===== src/rtl/sdf_pkg.sv =====
package sdf_pkg;

  localparam int unsigned AccessAddrWidth = 48;
  localparam int unsigned AddrBitsDefault = 48;
  localparam int unsigned StateWidth      = 3;

  localparam logic [StateWidth-1:0] StStart   = 3'd0;
  localparam logic [StateWidth-1:0] StFirst   = 3'd1;
  localparam logic [StateWidth-1:0] StLearned = 3'd2;
  localparam logic [StateWidth-1:0] StWeak    = 3'd3;
  localparam logic [StateWidth-1:0] StStrong  = 3'd4;

endpackage


===== src/rtl/stride_detector_fsm_top.sv =====
// stride detector: one memory address per request, one result per request.
// input channel: in_valid_i / in_ready_o with access_address_i.
// output channel: out_valid_o / out_ready_i with is_stride_o and fsm_state_o,
// the machine state after the update and a flag for weak or strong stride.
// only the low ADDR_BITS bits of the address take part in the update.
// an accepted request lands in the input register; once the result register
// is free or its result is being taken, the request is applied to the
// stride state and written to the result register, which offers its result.
// throughput: one request per cycle without a stall; the state update is one
// subtract, one compare and a state change between input and result registers.
// when the receiver stalls, the result register holds its value and the
// input register holds one more request; further requests are refused
// until the result is taken. the input side keeps taking requests while a
// finished result waits, as long as the input register drains.
// reset clears both valid flags, the state to start, and the previous
// address, first address and stride to zero.
module stride_detector_fsm_top import sdf_pkg::*; #(
  parameter int unsigned ADDR_BITS = AddrBitsDefault
) (
  input  logic                       clk_i,
  input  logic                       rst_ni,
  input  logic                       in_valid_i,
  output logic                       in_ready_o,
  input  logic [AccessAddrWidth-1:0] access_address_i,
  output logic                       out_valid_o,
  input  logic                       out_ready_i,
  output logic                       is_stride_o,
  output logic [StateWidth-1:0]      fsm_state_o
);

  logic                       in_valid_q;
  logic [AccessAddrWidth-1:0] in_addr_q;
  logic                       out_valid_q;
  logic                       is_stride_q, is_stride_d;
  logic [StateWidth-1:0]      res_state_q;
  logic [StateWidth-1:0]      state_q, state_d;
  logic [ADDR_BITS-1:0]       prev_q, prev_d;
  logic [ADDR_BITS-1:0]       first_q, first_d;
  logic [ADDR_BITS-1:0]       stride_q, stride_d;
  logic [ADDR_BITS-1:0]       addr;
  logic [ADDR_BITS-1:0]       diff;
  logic                       match;
  logic                       advance;

  // low address bits, zero extended when the state is wider than the port
  generate
    if (ADDR_BITS <= AccessAddrWidth) begin : g_trunc
      assign addr = in_addr_q[ADDR_BITS-1:0];
    end else begin : g_ext
      assign addr = {{(ADDR_BITS-AccessAddrWidth){1'b0}}, in_addr_q};
    end
  endgenerate

  assign advance    = in_valid_q && (!out_valid_q || out_ready_i);
  assign in_ready_o = !in_valid_q || advance;

  assign diff  = addr - prev_q;
  assign match = (diff == stride_q);

  always_comb begin
    state_d  = state_q;
    prev_d   = prev_q;
    first_d  = first_q;
    stride_d = stride_q;
    case (state_q)
      StFirst: begin
        stride_d = addr - first_q;
        prev_d   = addr;
        state_d  = StLearned;
      end
      StLearned: begin
        if (match) begin
          if (diff != '0) begin
            prev_d  = addr;
            state_d = StWeak;
          end
        end else begin
          first_d  = addr;
          prev_d   = '0;
          stride_d = '0;
          state_d  = StFirst;
        end
      end
      StWeak: begin
        if (match) begin
          prev_d  = addr;
          state_d = StStrong;
        end else begin
          state_d = StLearned;
        end
      end
      StStrong: begin
        if (match) begin
          prev_d = addr;
        end else begin
          state_d = StWeak;
        end
      end
      default: begin
        first_d = addr;
        state_d = StFirst;
      end
    endcase
    is_stride_d = (state_d == StWeak) || (state_d == StStrong);
  end

  always_ff @(posedge clk_i or negedge rst_ni) begin
    if (!rst_ni) begin
      in_valid_q  <= 1'b0;
      out_valid_q <= 1'b0;
      state_q     <= StStart;
      prev_q      <= '0;
      first_q     <= '0;
      stride_q    <= '0;
    end else begin
      if (in_ready_o) begin
        in_valid_q <= in_valid_i;
      end
      if (advance) begin
        out_valid_q <= 1'b1;
        state_q     <= state_d;
        prev_q      <= prev_d;
        first_q     <= first_d;
        stride_q    <= stride_d;
      end else if (out_ready_i) begin
        out_valid_q <= 1'b0;
      end
    end
  end

  always_ff @(posedge clk_i) begin
    if (in_valid_i && in_ready_o) begin
      in_addr_q <= access_address_i;
    end
    if (advance) begin
      is_stride_q <= is_stride_d;
      res_state_q <= state_d;
    end
  end

  assign out_valid_o = out_valid_q;
  assign is_stride_o = is_stride_q;
  assign fsm_state_o = res_state_q;

endmodule


===== config.mk =====
export PLATFORM = sky130hd
export DESIGN_NAME = stride_detector_fsm_top
export DESIGN_NICKNAME = d
export VERILOG_FILES = /design/src/rtl/sdf_pkg.sv /design/src/rtl/stride_detector_fsm_top.sv
export SDC_FILE = /design/constraint.sdc
export NUM_CORES = 1
export LEC_CHECK = 0
export BUFFER_PORTS_ARGS = -buffer_cell sky130_fd_sc_hd__buf_4
export CAP_MARGIN = 10
export CORE_MARGIN = 5
export CORE_UTILIZATION = 55
export CTS_CLUSTER_SIZE = 20
export DETAILED_ROUTE_END_ITERATION = 6
export GPL_TIMING_DRIVEN = 0
export PLACE_DENSITY_LB_ADDON = 0.05
export SYNTH_ARGS = -nofsm -noshare
export SYNTH_HDL_FRONTEND = slang
export SYNTH_SLANG_ARGS = --single-unit
export TNS_END_PERCENT = 5

===== constraint.sdc =====
create_clock -name clk_i -period 9.4 [get_ports clk_i]
set_input_delay 1.41 -clock clk_i [delete_from_list [all_inputs] [get_ports clk_i]]
set_output_delay 1.41 -clock clk_i [all_outputs]
set_load 0.05 [all_outputs]

==> results.cfg, run 1 <==
[outcome]
status = complete, but fails checks
violations = DRC

[synthesis]
yosys-top-cells-area = dfrtp_1 (25%), edfxtp_1 (10%), ha_1 (7.7%)
syn_nets = 1825
syn_inst = 1677
post_synth_num_cell_types = 84
yosys_register_bits = 201
postSynth.asyncResetShare_pct = 74.1
synth-warning-count = 0
netlist_area_um2 = 15200
seq_area_frac_synth_pct = 34.8
synth_edf_count = 52
synth_top_area_share_pct = 24.5
ys.flop_type = dfrtp_1
syn_area_per_cell_um2 = 9.07
yosys.area.top_type = dfrtp_1

[place]
dpl_worst_slack_ps = 2990
port_buffers = 57
gp_congestion = 1.02
hpwl_um = 38700
place_inst = 2109
post_dp_cell_area_um2 = 16200

[timing]
finClkSkew_ps = 26.6
layout_min_cycle_time_ps = 6740
slew_headroom_pct = 14.9
fmax_mhz = 148
setup_viol = 0
hold_viol = 0
fin_setup_tns_ps = 0
hold_slack_ps = 485
fin_crit_sh_pct = 71.7
rsz0062_at_grt = no
worstMarginPinSlew_ps = 1260
slew_viol_final = 0
postLayoutSetupSlackWorst_ps = 2660

[power_and_ir_drop]
seq_power_share_pct = 21.6
total_power_mw = 6.71
switching_power_mw = 3.27
vdd_drop_max_mv = 0.178
switching_share_pct = 48.8
internal_power_mw = 3.43
clkPwrFrac_pct = 14.6
p_leak_nw = 7.30
combPwrFrac_pct = 63.8
p_per_area_nw_per_um2 = 395

[layout]
fin_nets = 1912
final_common_cell = nand2_1
design_area_um2 = 17000
final_cell_mix = nand2_1 (150), dfrtp_1 (149), inv_1 (126), a21oi_1 (108), ha_1 (94)
layout.cells.non_filler = 2156
final_util_pct = 62.7
drive_above_1_share_pct = 8.69
area_delta_synth_final_pct = 11.7

[clock_network]
cts_tree = yes
clock_latency_ps = 570
htreeDepth = 1
ctsRootBufferMaster = clkbuf_16
cts_inserted_buffers = 25
cts.sinks = 201
post_cts_buffers = 0
clk_pin_slew_ps = 60
cts_resized = 0
clockBufferDepth = 3
cts_hold_buf = 0

[floorplan]
core_um2 = 27100
row_count = 60
start_util_pct = 56.1
die_x_um = 176
die_h_um = 176
dieArea_um2 = 31100
pin_count = 58

[detailed_routing]
via_per_inst = 6.34
drtIter0Drc = 1354
via_count = 13700
wire_per_inst_um = 22.7
ant_nets = 0
wirelength_um = 48900
first_pass_iters = 7
drc = 2

[global_route]
grt_max_degree = 78
grt_pass1_wl_um = 74600
antenna_found_initial = 1
grt_pass1_vias = 12700
grt-ovfl-total = 0
grtUsageTotal_pct = 30.9

[critical_path]
critPathMaxFanout = 10
critPathKind = flop to flop
arrival_ps = 7170
required_ps = 9830
cp-end-kind = flop
cp-start-kind = flop

[flow_run]
cap_violations = 0

[worst_hold_path]
hold_class = flop to flop
cell families after synthesis:
| kind of cell | synth area share [%] |
|---|---|
| and+or+nand+nor | 16.9 |
| adders and majority gates | 8.00 |
| AOI/OAI and AO/OA | 22.6 |
| xor gates and xnor gates | 7.71 |
| muxes | 4.21 |
| DFF | 34.8 |
| buffers and inverters | 5.77 |
worst max-delay path, stage by stage (launching register included):
cell	delay, ps
edfxtp_1	370
inv_1	90
ha_1	210
fa_1	400
nand2b_1	230
a211oi_1	840
o21bai_1	300
a21oi_1	440
mux2i_1	360
o2111ai_1	180
or4_1	430
or4b_1	580
nor4_1	510
and4_1	270
buf_4	170
a21oi_1	90
o211ai_2	550
buf_6	260
mux2_1	350
sequential cells by signal, summed over array words and instances (netlist names):
signal,flops
state_q,3
prev_q,48
stride_q,48
first_q,48
is_stride_o,1
fsm_state_o,3
addr,48
out_valid_o,1
in_valid_q,1
area by class of cell:
| class | instances | area, µm² |
|---|---|---|
| fill | 2311 | 10100 |
| clock buffer | 34 | 689 |
| inverter | 127 | 477 |
| sequential | 201 | 5290 |
| timing repair buffer | 60 | 483 |
| tap | 372 | 465 |
| antenna | 1 | 2.50 |
| clock inverter | 12 | 135 |
| buffer | 82 | 402 |
| multi-input combinational | 1267 | 9050 |
power by group through the flow:
stage                     combinational [mW]  clock (mW)  sequential [mW]
after global placement                  4.09           0             1.44
final                                   4.28       0.977             1.45
after detailed placement                4.14           0             1.45
after CTS                               4.18       0.989             1.44
after floorplan                         3.05           0             1.38
after global routing                    4.63        1.03             1.48
synth_stat cells, types with 7 or more instances:
cell / n
nand2_1: 150
dfrtp_1: 149
inv_1: 126
a21oi_1: 108
ha_1: 94
nor2_1: 93
o21ai_0: 71
xnor2_1: 58
edfxtp_1: 52
a22o_1: 51
clkbuf_1: 51
xor2_1: 47
mux2_1: 46
o31ai_1: 45
a21o_1: 40
nand4_1: 36
nand3_1: 34
nor3_1: 33
buf_2: 21
a31oi_1: 19
a211oi_1: 17
and3_1: 17
nand2b_1: 15
o211ai_1: 15
o21a_1: 15
or3_1: 15
and4_1: 14
nor2b_1: 14
nor4_1: 14
and2_1: 13
o21bai_1: 13
o21ai_1: 12
mux2i_1: 10
buf_6: 8
o2111ai_1: 8
a221o_1: 7
o22ai_1: 7
or2_2: 7
xnor3_1: 7
per-layer routing:
layer	track usage [%]	up-vias	wire, µm
met5	0	-	0
met4	6.69	0	1240
met3	8.05	86	5330
met2	45.3	586	20400
met1	46.1	6603	21900
li1	-	6395	-
final timing paths:
kind / start / to / slack [ps] / cells past startpoint
min in group asynchronous: rst_ni / prev_q[17] / 900 / 1
worst min-delay path: in_valid_q / out_valid_o / 490 / 1
worst max register to register: addr[0] / first_q[18] / 2660 / 18
worst min register to register: in_valid_q / out_valid_o / 490 / 1
worst max-delay path: addr[0] / first_q[18] / 2660 / 18
max in group asynchronous: rst_ni / stride_q[47] / 7610 / 2
No activity file was read; power rests on OpenSTA's default activity.
==> run 2, diff against run 1 <==
clock period = 5.9 ns   (was 9.4 ns; I/O delays follow)
==> run 2 against run 1 <==
Compared with the run above: the run now ends clean; clock-buffer cell count unchanged; flip-flop and latch count unchanged; first-iteration DRC count about the same; sequential share of layout area decreased by 0.26 points; non-clock buffer count decreased by 4; die area unchanged; register-to-register slack got worse by 2600 ps; wire length increased by 0.23%; critical path type unchanged.
==> results.cfg, run 2 (synthesized netlist as in run 1, its figures left out) <==
[detailed_routing]
via_per_inst = 6.40
wire_per_inst_um = 22.8
drtIter0Drc = 1353
first_pass_iters = 6
drc = 0
ant_nets = 0
via_count = 13800
wirelength_um = 49000

[global_route]
grt_pass1_vias = 12800
antenna_found_initial = 1
grt_pass1_wl_um = 74700
grt-ovfl-total = 0
grtUsageTotal_pct = 30.9
grt_max_degree = 78

[power_and_ir_drop]
p_leak_nw = 7.33
internal_power_mw = 5.50
combPwrFrac_pct = 64.2
p_per_area_nw_per_um2 = 629
seq_power_share_pct = 21.4
clkPwrFrac_pct = 14.4
switching_power_mw = 5.28
vdd_drop_max_mv = 0.286
total_power_mw = 10.8
switching_share_pct = 48.9

[layout]
drive_above_1_share_pct = 10.1
final_cell_mix = nand2_1 (150), dfrtp_1 (149), inv_1 (126), a21oi_1 (103), ha_1 (94)
final_common_cell = nand2_1
fillers = 2299
fin_nets = 1908
area_delta_synth_final_pct = 12.6

[critical_path]
cpPeakStageDelay_ps = 570
crit_slowest_cell = nor4_2
arrival_ps = 6270
r2r_cells = 17
cp_cell_sequence = ha_1 -> buf_2 -> nand4_1 -> nor4_2 -> a22o_1 -> a21oi_1 -> and4b_1 -> nor4_1 -> o2111ai_1 -> or4b_1 -> nor4_2 -> and4_1 -> buf_4 -> a21oi_1 -> o211ai_4 -> buf_6 -> mux2_1
critPathKind = flop to flop
critPathMaxFanout = 10
cp-end-kind = flop
cp-start-kind = flop
required_ps = 6320

[floorplan]
pin_count = 58
dieArea_um2 = 31100
start_util_pct = 56.1
row_count = 60
die_x_um = 176
core_um2 = 27100
die_h_um = 176

[timing]
finClkSkew_ps = 28.7
setup_viol = 0
fin_crit_sh_pct = 99.2
layout_min_cycle_time_ps = 5860
fmax_mhz = 171
rsz0062_at_grt = yes
slew_viol_final = 0
fin_setup_tns_ps = 0
slew_headroom_pct = 36.9
postLayoutSetupSlackWorst_ps = 44.9
worstMarginPinSlew_ps = 942
hold_viol = 0

[place]
port_buffers = 57
dpl_worst_slack_ps = -505
hpwl_um = 38700
gp_congestion = 1.02

[flow_run]
cap_violations = 0

[worst_hold_path]
hold_class = primary input to async pin

[clock_network]
clockBufferDepth = 3
clock_latency_ps = 560
cts.sinks = 201
cts_hold_buf = 0
cts_tree = yes
ctsRootBufferMaster = clkbuf_16
clk_pin_slew_ps = 70
cts_inserted_buffers = 25
htreeDepth = 1

[outcome]
status = finished clean
run 2: layer usage:
layer | up-vias | GRT usage, % | part of all wire (%)
met5 | - | 0 | 0
met4 | 0 | 7.18 | 2.7
met3 | 93 | 8.07 | 11
met2 | 620 | 45.2 | 42
met1 | 6679 | 46.1 | 44
li1 | 6371 | - | -
run 2: through the flow:
stage	std cells	util, %	instance area, µm²	hold WS, ps
4_1_cts	2155	62.9	17100	410
3_3_place_gp	2106	59.4	16100	472
5_1_grt	2151	63.2	17100	449
2_1_floorplan	1677	-	15200	449
6_report	2152	63.2	17100	381
3_5_place_dp	2109	59.6	16200	482
run 2: final cells by class:
cell class / instances / area (µm²) / area share (%)
sequential: 201 / 5290 / 30.9
clock buffer: 34 / 689 / 4.02
buffer: 76 / 394 / 2.30
multi-input combinational: 1267 / 9180 / 53.6
inverter: 127 / 477 / 2.78
timing repair buffer: 62 / 498 / 2.91
antenna: 1 / 2.50 / 0.0146
clock inverter: 12 / 135 / 0.789
tap: 372 / 465 / 2.72
run 2: final timing paths:
check,start,endpoint,slack (ps)
max reg2reg,addr[25],first_q[36],40
max in group asynchronous,rst_ni,stride_q[47],4640
max,addr[25],first_q[36],40
min,rst_ni,prev_q[17],380
min in group clk_i,in_valid_q,out_valid_o,490
min reg2reg,in_valid_q,out_valid_o,490
run 2: worst max-delay path, delay by kind of cell, from the launching register on:
family | cells | cell delay [ps]
simple gates | 7 | 2830
compound gates | 5 | 1070
buf+inv | 3 | 650
flops | 1 | 500
mux | 1 | 340
fa+ha+maj | 1 | 320
run 2: power by group through the flow:
| stage | Clock, mW | Sequential, mW | Combinational (mW) |
|---|---|---|---|
| floorplan | 0 | 2.20 | 4.86 |
| global placement | 0 | 2.30 | 6.52 |
| detailed placement | 0 | 2.32 | 6.60 |
| CTS | 1.58 | 2.30 | 6.69 |
| global route | 1.64 | 2.36 | 7.46 |
| finish | 1.56 | 2.31 | 6.92 |
run 2: repair_timing:
| item | 4_1_cts | 5_1_grt |
|---|---|---|
| resized for setup | 15 | 30 |
| cloned | 0 | 0 |
| buffers inserted | 0 | 2 |
| pin swaps | 0 | 3 |
| endpoints found under the setup margin | 144 | 144 |
